## src/rtl/core/lws_pkg.sv

```systemverilog
// Shared constants and types for the latency window statistics block.
package lws_pkg;

    // Field widths
    localparam int SAMPLE_W = 12;
    localparam int DEV_W    = 13;
    localparam int SQ_W     = 2 * SAMPLE_W;

    // Default ring depth
    localparam int WINDOW_DEPTH_DEF = 32;

    // Reset value of the lowest-sample tracker
    localparam logic [SAMPLE_W-1:0] LOWEST_RESET = '1;

    // Sequencer states, one-hot
    typedef enum logic [4:0] {
        S_IDLE = 5'b00001,
        S_SUM  = 5'b00010,
        S_DIV  = 5'b00100,
        S_SQRT = 5'b01000,
        S_OUT  = 5'b10000
    } state_t;

endpackage

```

## src/rtl/core/lws_if.sv

```systemverilog
// Valid/ready channel interfaces for samples in and statistics out.
interface lws_in_if;
    import lws_pkg::*;

    logic                valid;
    logic                ready;
    logic [SAMPLE_W-1:0] sample;

    modport source (output valid, output sample, input ready);
    modport sink   (input valid, input sample, output ready);
endinterface

interface lws_out_if;
    import lws_pkg::*;

    logic                valid;
    logic                ready;
    logic [SAMPLE_W-1:0] average;
    logic [SAMPLE_W-1:0] highest;
    logic [SAMPLE_W-1:0] lowest;
    logic [DEV_W-1:0]    deviation;

    modport source (output valid, output average, output highest, output lowest,
                    output deviation, input ready);
    modport sink   (input valid, input average, input highest, input lowest,
                    input deviation, output ready);
endinterface

```

## src/rtl/core/latency_window_statistics_top.sv

```systemverilog
// Top level of the latency window statistics block.
//
// Usage: one latency sample enters per transaction on the samples channel;
// each sample yields exactly one transaction on the stats channel carrying
// the halving running average, the highest and lowest samples since reset,
// and the deviation over the sample ring (floor square root of the summed
// squared gaps to the average divided by held count minus one).
// Sequence: after a sample is taken the block walks the held ring entries
// through one RAM read port and one 12x12 squarer, then runs a bit-serial
// divider and a two-bits-per-step square root, and then loads the output
// register. With fewer than two samples held the walk, divider and square
// root are skipped. One sample is in flight at a time; samples.ready is
// high only while the block is idle.
// Reset clears the statistics, the ring count and the output valid flag; the
// ring RAM itself is not cleared, since only written entries are ever read.
// A stalled stats receiver holds the result in the output register; the
// next sample is still taken, and its result waits until that slot frees.
module latency_window_statistics_top #(
    parameter int WINDOW_DEPTH = lws_pkg::WINDOW_DEPTH_DEF
) (
    input  logic             clk,
    input  logic             rst_n,
    lws_in_if.sink           samples,
    lws_out_if.source        stats
);
    import lws_pkg::*;

    localparam int ADDR_W = $clog2(WINDOW_DEPTH);
    localparam int CNT_W  = $clog2(WINDOW_DEPTH + 1);
    localparam int SUM_W  = SQ_W + ADDR_W;
    localparam int ROOT_W = (SUM_W + 1) / 2;
    localparam int RAD_W  = 2 * ROOT_W;
    localparam int STEP_W = $clog2(SUM_W + 1);

    // Control state
    state_t              state_reg, state_next;
    logic [CNT_W-1:0]    held_reg, held_next;
    logic [ADDR_W-1:0]   ovw_reg, ovw_next;
    logic [CNT_W-1:0]    rd_idx_reg, rd_idx_next;
    logic                p1_reg, p1_next;
    logic                p2_reg, p2_next;
    logic [STEP_W-1:0]   step_reg, step_next;
    logic                out_valid_reg, out_valid_next;

    // Statistics state
    logic [SAMPLE_W-1:0] avg_reg, avg_next;
    logic [SAMPLE_W-1:0] high_reg, high_next;
    logic [SAMPLE_W-1:0] low_reg, low_next;
    logic [DEV_W-1:0]    dev_reg, dev_next;

    // Datapath registers
    logic [SQ_W-1:0]     sq_reg, sq_next;
    logic [SUM_W-1:0]    sum_reg, sum_next;
    logic [SUM_W-1:0]    dq_reg, dq_next;
    logic [CNT_W-1:0]    rem_reg, rem_next;
    logic [RAD_W-1:0]    rad_reg, rad_next;
    logic [ROOT_W-1:0]   root_reg, root_next;
    logic [ROOT_W:0]     srem_reg, srem_next;

    // Output register payload
    logic [SAMPLE_W-1:0] oavg_reg, oavg_next;
    logic [SAMPLE_W-1:0] ohigh_reg, ohigh_next;
    logic [SAMPLE_W-1:0] olow_reg, olow_next;
    logic [DEV_W-1:0]    odev_reg, odev_next;

    // RAM signals
    logic                ram_we;
    logic [ADDR_W-1:0]   ram_waddr;
    logic [SAMPLE_W-1:0] ram_rdata;

    // Combinational helpers
    logic                in_fire;
    logic [SAMPLE_W:0]   avg_sum;
    logic [CNT_W-1:0]    held_upd;
    logic                rd_issue;
    logic [SAMPLE_W-1:0] gap;
    logic [CNT_W-1:0]    divisor;
    logic [CNT_W:0]      div_trial;
    logic                div_take;
    logic [SUM_W-1:0]    dq_step;
    logic [CNT_W-1:0]    rem_step;
    logic [ROOT_W+2:0]   sq_trial_rem;
    logic [ROOT_W+2:0]   sq_trial_sub;
    logic                sq_take;
    logic [ROOT_W-1:0]   root_step;
    logic [ROOT_W:0]     srem_step;
    logic                out_free;

    lws_ram #(
        .DATA_W (SAMPLE_W),
        .DEPTH  (WINDOW_DEPTH)
    ) u_ring (
        .clk     (clk),
        .wr_en   (ram_we),
        .wr_addr (ram_waddr),
        .wr_data (samples.sample),
        .rd_addr (rd_idx_reg[ADDR_W-1:0]),
        .rd_data (ram_rdata)
    );

    assign samples.ready  = (state_reg == S_IDLE);
    assign in_fire        = samples.valid && samples.ready;
    assign stats.valid     = out_valid_reg;
    assign stats.average   = oavg_reg;
    assign stats.highest   = ohigh_reg;
    assign stats.lowest    = olow_reg;
    assign stats.deviation = odev_reg;
    assign out_free        = !out_valid_reg || stats.ready;

    // Ring write position and updated count
    always_comb
    begin
        avg_sum = {1'b0, avg_reg} + {1'b0, samples.sample};
        if (held_reg < CNT_W'(WINDOW_DEPTH))
        begin
            ram_waddr = held_reg[ADDR_W-1:0];
            held_upd  = held_reg + 1'b1;
        end
        else
        begin
            ram_waddr = ovw_reg;
            held_upd  = held_reg;
        end
        ram_we = in_fire;
    end

    // Walk datapath: absolute gap to the average
    assign rd_issue = (rd_idx_reg != held_reg);
    assign gap      = (ram_rdata >= avg_reg) ? (ram_rdata - avg_reg) : (avg_reg - ram_rdata);

    // Restoring divider step
    assign divisor   = held_reg - 1'b1;
    assign div_trial = {rem_reg, dq_reg[SUM_W-1]};
    assign div_take  = (div_trial >= {1'b0, divisor});
    assign rem_step  = div_take ? CNT_W'(div_trial - {1'b0, divisor}) : div_trial[CNT_W-1:0];
    assign dq_step   = {dq_reg[SUM_W-2:0], div_take};

    // Square root step, two radicand bits per cycle
    assign sq_trial_rem = {srem_reg, rad_reg[RAD_W-1 -: 2]};
    assign sq_trial_sub = {1'b0, root_reg, 2'b01};
    assign sq_take      = (sq_trial_rem >= sq_trial_sub);
    assign srem_step    = sq_take ? (ROOT_W+1)'(sq_trial_rem - sq_trial_sub)
                                  : sq_trial_rem[ROOT_W:0];
    assign root_step    = {root_reg[ROOT_W-2:0], sq_take};

    // Sequencer and next-state logic
    always_comb
    begin
        state_next     = state_reg;
        held_next      = held_reg;
        ovw_next       = ovw_reg;
        rd_idx_next    = rd_idx_reg;
        p1_next        = 1'b0;
        p2_next        = 1'b0;
        step_next      = step_reg;
        out_valid_next = out_valid_reg;
        avg_next       = avg_reg;
        high_next      = high_reg;
        low_next       = low_reg;
        dev_next       = dev_reg;
        sq_next        = sq_reg;
        sum_next       = sum_reg;
        dq_next        = dq_reg;
        rem_next       = rem_reg;
        rad_next       = rad_reg;
        root_next      = root_reg;
        srem_next      = srem_reg;
        oavg_next      = oavg_reg;
        ohigh_next     = ohigh_reg;
        olow_next      = olow_reg;
        odev_next      = odev_reg;

        if (out_valid_reg && stats.ready)
        begin
            out_valid_next = 1'b0;
        end

        case (state_reg)
            S_IDLE:
            begin
                if (in_fire)
                begin
                    // Statistics update
                    avg_next  = (avg_reg == '0) ? samples.sample : avg_sum[SAMPLE_W:1];
                    high_next = (samples.sample > high_reg) ? samples.sample : high_reg;
                    low_next  = (samples.sample < low_reg) ? samples.sample : low_reg;
                    held_next = held_upd;
                    if (held_reg == CNT_W'(WINDOW_DEPTH))
                    begin
                        ovw_next = (ovw_reg == ADDR_W'(WINDOW_DEPTH - 1)) ? '0 : ovw_reg + 1'b1;
                    end
                    rd_idx_next = '0;
                    sum_next    = '0;
                    state_next  = (held_upd > CNT_W'(1)) ? S_SUM : S_OUT;
                end
            end

            S_SUM:
            begin
                // Pipeline: read, square, accumulate
                p1_next = rd_issue;
                p2_next = p1_reg;
                if (rd_issue)
                begin
                    rd_idx_next = rd_idx_reg + 1'b1;
                end
                if (p1_reg)
                begin
                    sq_next = SQ_W'(gap) * SQ_W'(gap);
                end
                if (p2_reg)
                begin
                    sum_next = sum_reg + SUM_W'(sq_reg);
                end
                if (!rd_issue && !p1_reg && !p2_reg)
                begin
                    dq_next    = sum_reg;
                    rem_next   = '0;
                    step_next  = STEP_W'(SUM_W - 1);
                    state_next = S_DIV;
                end
            end

            S_DIV:
            begin
                dq_next  = dq_step;
                rem_next = rem_step;
                if (step_reg == '0)
                begin
                    rad_next   = RAD_W'(dq_step);
                    root_next  = '0;
                    srem_next  = '0;
                    step_next  = STEP_W'(ROOT_W - 1);
                    state_next = S_SQRT;
                end
                else
                begin
                    step_next = step_reg - 1'b1;
                end
            end

            S_SQRT:
            begin
                rad_next  = {rad_reg[RAD_W-3:0], 2'b00};
                root_next = root_step;
                srem_next = srem_step;
                if (step_reg == '0)
                begin
                    dev_next   = root_step[DEV_W-1:0];
                    state_next = S_OUT;
                end
                else
                begin
                    step_next = step_reg - 1'b1;
                end
            end

            S_OUT:
            begin
                // Load the output register once it is free
                if (out_free)
                begin
                    oavg_next      = avg_reg;
                    ohigh_next     = high_reg;
                    olow_next      = low_reg;
                    odev_next      = dev_reg;
                    out_valid_next = 1'b1;
                    state_next     = S_IDLE;
                end
            end

            default:
            begin
                state_next = S_IDLE;
            end
        endcase
    end

    // Control and statistics registers
    always_ff @(posedge clk or negedge rst_n)
    begin
        if (!rst_n)
        begin
            state_reg     <= S_IDLE;
            held_reg      <= '0;
            ovw_reg       <= '0;
            rd_idx_reg    <= '0;
            p1_reg        <= 1'b0;
            p2_reg        <= 1'b0;
            step_reg      <= '0;
            out_valid_reg <= 1'b0;
            avg_reg       <= '0;
            high_reg      <= '0;
            low_reg       <= LOWEST_RESET;
            dev_reg       <= '0;
        end
        else
        begin
            state_reg     <= state_next;
            held_reg      <= held_next;
            ovw_reg       <= ovw_next;
            rd_idx_reg    <= rd_idx_next;
            p1_reg        <= p1_next;
            p2_reg        <= p2_next;
            step_reg      <= step_next;
            out_valid_reg <= out_valid_next;
            avg_reg       <= avg_next;
            high_reg      <= high_next;
            low_reg       <= low_next;
            dev_reg       <= dev_next;
        end
    end

    // Datapath and output payload registers
    always_ff @(posedge clk)
    begin
        sq_reg    <= sq_next;
        sum_reg   <= sum_next;
        dq_reg    <= dq_next;
        rem_reg   <= rem_next;
        rad_reg   <= rad_next;
        root_reg  <= root_next;
        srem_reg  <= srem_next;
        oavg_reg  <= oavg_next;
        ohigh_reg <= ohigh_next;
        olow_reg  <= olow_next;
        odev_reg  <= odev_next;
    end

endmodule

```

## src/rtl/core/lws_ram.sv

```systemverilog
// Generic single-write, single-read RAM with registered read data.
module lws_ram #(
    parameter int DATA_W = 12,
    parameter int DEPTH  = 32
) (
    input  logic                     clk,
    input  logic                     wr_en,
    input  logic [$clog2(DEPTH)-1:0] wr_addr,
    input  logic [DATA_W-1:0]        wr_data,
    input  logic [$clog2(DEPTH)-1:0] rd_addr,
    output logic [DATA_W-1:0]        rd_data
);

    logic [DATA_W-1:0] mem [DEPTH];

    // Write port
    always_ff @(posedge clk)
    begin
        if (wr_en)
        begin
            mem[wr_addr] <= wr_data;
        end
    end

    // Registered read port
    always_ff @(posedge clk)
    begin
        rd_data <= mem[rd_addr];
    end

endmodule

```

## src/flat_wrapper.sv

```systemverilog
// flat-port wrapper written by rule: the top's interface ports become plain ports
module latency_window_statistics_top_flat import lws_pkg::*;
#(
    parameter int WINDOW_DEPTH = lws_pkg::WINDOW_DEPTH_DEF
)
  (clk, rst_n, samples_valid, samples_sample, samples_ready, stats_valid, stats_average, stats_highest, stats_lowest, stats_deviation, stats_ready);
  lws_in_if samples_i ();
  lws_out_if stats_i ();
  input  logic clk;
  input  logic rst_n;
  input wire logic [$bits(samples_i.valid)-1:0] samples_valid;
  input wire logic [$bits(samples_i.sample)-1:0] samples_sample;
  output wire logic [$bits(samples_i.ready)-1:0] samples_ready;
  output wire logic [$bits(stats_i.valid)-1:0] stats_valid;
  output wire logic [$bits(stats_i.average)-1:0] stats_average;
  output wire logic [$bits(stats_i.highest)-1:0] stats_highest;
  output wire logic [$bits(stats_i.lowest)-1:0] stats_lowest;
  output wire logic [$bits(stats_i.deviation)-1:0] stats_deviation;
  input wire logic [$bits(stats_i.ready)-1:0] stats_ready;
  assign samples_i.valid = samples_valid;
  assign samples_i.sample = samples_sample;
  assign samples_ready = samples_i.ready;
  assign stats_valid = stats_i.valid;
  assign stats_average = stats_i.average;
  assign stats_highest = stats_i.highest;
  assign stats_lowest = stats_i.lowest;
  assign stats_deviation = stats_i.deviation;
  assign stats_i.ready = stats_ready;
  latency_window_statistics_top #(.WINDOW_DEPTH(WINDOW_DEPTH)) u_core (.clk(clk), .rst_n(rst_n), .samples(samples_i), .stats(stats_i));
endmodule
```

## config.mk

```make
export PLATFORM = sky130hd
export DESIGN_NAME = latency_window_statistics_top_flat
export DESIGN_NICKNAME = d
export VERILOG_FILES = /design/src/rtl/core/lws_pkg.sv /design/src/rtl/core/lws_if.sv /design/src/rtl/core/latency_window_statistics_top.sv /design/src/rtl/core/lws_ram.sv /design/src/flat_wrapper.sv
export SDC_FILE = /design/constraint.sdc
export NUM_CORES = 1
export LEC_CHECK = 0
export BUFFER_PORTS_ARGS = -buffer_cell sky130_fd_sc_hd__buf_2
export CAP_MARGIN = 20
export CELL_PAD_IN_SITES_DETAIL_PLACEMENT = 1
export CELL_PAD_IN_SITES_GLOBAL_PLACEMENT = 1
export CORE_MARGIN = 2
export CORE_UTILIZATION = 25
export CTS_BUF_LIST = sky130_fd_sc_hd__clkbuf_16
export DETAILED_ROUTE_END_ITERATION = 6
export PLACE_DENSITY = 0.46
export SETUP_SLACK_MARGIN = 0.05
export SLEW_MARGIN = 5
export SYNTH_ARGS = -nofsm -noshare
export SYNTH_HDL_FRONTEND = slang
export SYNTH_SLANG_ARGS = --single-unit
```

## constraint.sdc

```tcl
create_clock -name clk -period 19.8 [get_ports clk]
set_clock_uncertainty 0.05 [all_clocks]
set_input_delay 3.96 -clock clk [delete_from_list [all_inputs] [get_ports clk]]
set_output_delay 3.96 -clock clk [all_outputs]
set_load 0.02 [all_outputs]
```

==> metrics <==
wire per inst=~20 um; crit start category=flip-flop; Max clock buf depth=3; DP HPWL=slightly above 60,000 um; largest net degree at the start of global routing=64; vias per inst=approximately 4.5; Worst Tran Pin Value=0.9976 ns; die area=137,700 sq um; most frequent cells in the layout=edfxtp_1, inv_1, nor2_1; n_diodes=0; area fraction in compound gates after synthesis=0.05504; DRC violations left=0; Synth top area share=0.5179; Worst R2R Path Depth=28; most common cell after layout, fill and taps aside=edfxtp_1; outcome=completed; # resized after CTS=0; FMAX=111.6 MHz; post-synthesis mux area share=0.1131; post-synth cell types=75; HP Class=flip-flop to flip-flop; Final TNS setup=0 ns; Max Slew Vio Count=0; top post-synthesis cells by area=edfxtp_1, mux4_2, ha_1; Data arrival, critical path=9.32 ns; Hold Crit Endpoint=u_core.stats.deviation[9]; reg-to-reg startpoint=u_core.avg_reg[0]; CP max-delay cell=xor2_1; CP Max Fanout=12; Total GRT Usage=0.1305; Port Buf Inserts=66; Crit Path Class=flip-flop to flip-flop; synthesis warning total=0; Top Ports=67; number of synthesized flops with an enable pin=581; CTS tree=done; cell area after synthesis=33,690 sq um; Final #Nets=2,813; flip-flop and latch count after synthesis=672; total CTS buffers=80; max reg flops=384; required time of the critical path=20.15 ns; reg2reg end=u_core.sq_reg[21]; Synth Net Count=2,675; clock sinks=672; Routability Congestion=~0.8; Synth Area in Adders=0.1124; slew margin rel.=0.3256; Clk pin slew, worst setup/hold paths=0.05 ns; r2r setup slk=~11 ns; Simple-Gate Fraction of Synth Area=0.07372; share of layout cells above drive strength 1=0.1812; area grow syn2layout=15.86%; CTS HTree Levels=3; Die H=roughly 370 um; Post-Syn Area per Cell=between 10 and 15 sq um; main combinational cell family by area after synthesis=multiplexers; Clock Latency Late Sink=0.69 ns; initial core utilization=0.2521; Hold Buf Count CTS=0; max-cap violation count=0; Hold Startpoint=u_core.dev_reg[9]; core area=approximately 130,000 sq um; # setup viols final=0; unrepaired setup endpoints after global routing=no; Total Wirelength=88,450 um; CP peak stage delay=0.76 ns; via count=about 20k; grt ovf=0; CP most frequent cell=fa_1; post-layout minimum cycle time=8.964 ns; vias in the first global route=21.58k; hold path depth=0; CTS root buffer=clkbuf_16; row count=134; Setup Fix Bufs, Post-CTS=0; dominant cell type by area after synthesis=edfxtp_1; first-pass GRT wire length=135,700 um; Synth async-reset ratio=0.1176; die width=371.1 um; post-synthesis sequential area ratio=0.5842; CP endpoint kind=flip-flop; ys flop type=edfxtp_1; antenna viol nets, final=0; initial antenna violation count=3; crit share post-route=0.4527; Synth Area in XOR/XNOR=0.02563; TritonRoute pass-1 iters=5; final hold violations=0; Mapped Cells=2,408; Initial DRC Count=1,111
area by class of cell:
cell class	count	area [sq um]
clock buffers	80	2002
clock inverters	66	500.5
fillers	14255	94590
inverters	237	889.6
multi-input cells	1418	12850
flip-flops and latches	672	19690
well taps	1768	2212
repair buffers	137	885.9
per-layer routing:
metal,track usage,vias up,part of all wire
met3,0.02109,121,0.032
met2,0.2075,260,0.46
li1,-,9051,-
met5,0,-,0
met4,0.04119,0,0.026
met1,0.1815,10245,0.48
per-stage QoR:
stage | util | area (sq um) | setup slack [ns] | instances | hold WS (ns)
finish | 0.2921 | 39030 | 10.84 | 4378 | 0.4017
detailed placement | 0.2731 | 36500 | 10.64 | 4230 | 0.3864
floorplan | - | 33690 | 12.11 | 2408 | 0.3694
CTS | 0.2918 | 39000 | 10.62 | 4376 | 0.4018
global route | 0.2921 | 39030 | 10.20 | 4378 | 0.4103
global placement | 0.2729 | 36470 | 10.80 | 4227 | 0.3801
synth_stat cells (all sizes together) (4+ instances only):
library cell / count
a211oi: 17
a21boi: 8
a21o: 43
a21oi: 71
a31oi: 11
and2: 9
and3: 7
buf: 25
clkbuf: 56
dfrtp: 66
dfstp: 13
dfxtp: 12
edfxtp: 581
fa: 86
ha: 165
inv: 237
mux2: 68
mux2i: 34
mux4: 120
nand2: 190
nand2b: 21
nand3: 26
nand3b: 6
nand4: 13
nor2: 203
nor2b: 12
nor3: 24
nor3b: 5
nor4: 8
o21a: 10
o21ai: 86
o21bai: 9
o31ai: 8
o32ai: 4
or2: 9
or3: 11
xnor2: 59
xor2: 37
cells by family (layout without fill, tap and decap cells):
logic type / Yosys count / count (layout)
compound gates: 294 / 294
xor+xnor: 96 / 96
fa+ha+maj: 251 / 251
buf+inv: 318 / 520
flops: 672 / 672
mux: 222 / 222
simple gates: 555 / 555
worst max-delay path, delay by kind of cell, from the launching register on:
family	cells	cell delay, ns
flip-flops	1	0.46
buffers and inverters	4	0.21
XOR/XNOR	2	0.91
AND/OR/NAND/NOR	4	1.02
multiplexers	1	0.29
adder cells (fa/ha/maj)	8	3.72
AO/OA/AOI/OAI	9	2.04
how the worst max path moves through the flow:
| stage | start | slack [ns] | depth (start not counted) | end |
|---|---|---|---|---|
| 6_report | u_core.avg_reg[0] | 10.84 | 28 | u_core.sq_reg[21] |
| 5_1_grt | u_core.avg_reg[0] | 10.20 | 28 | u_core.sq_reg[21] |
| 4_1_cts | u_core.avg_reg[0] | 10.62 | 28 | u_core.sq_reg[21] |
| 3_3_place_gp | u_core.avg_reg[0] | 10.80 | 28 | u_core.sq_reg[21] |
| 3_5_place_dp | u_core.avg_reg[0] | 10.64 | 28 | u_core.sq_reg[21] |
| 2_1_floorplan | u_core.avg_reg[0] | 12.11 | 30 | u_core.sq_reg[21] |
Power is not shown: default switching activity piles up to over one toggle a cycle in this logic, so the estimate is an artifact.
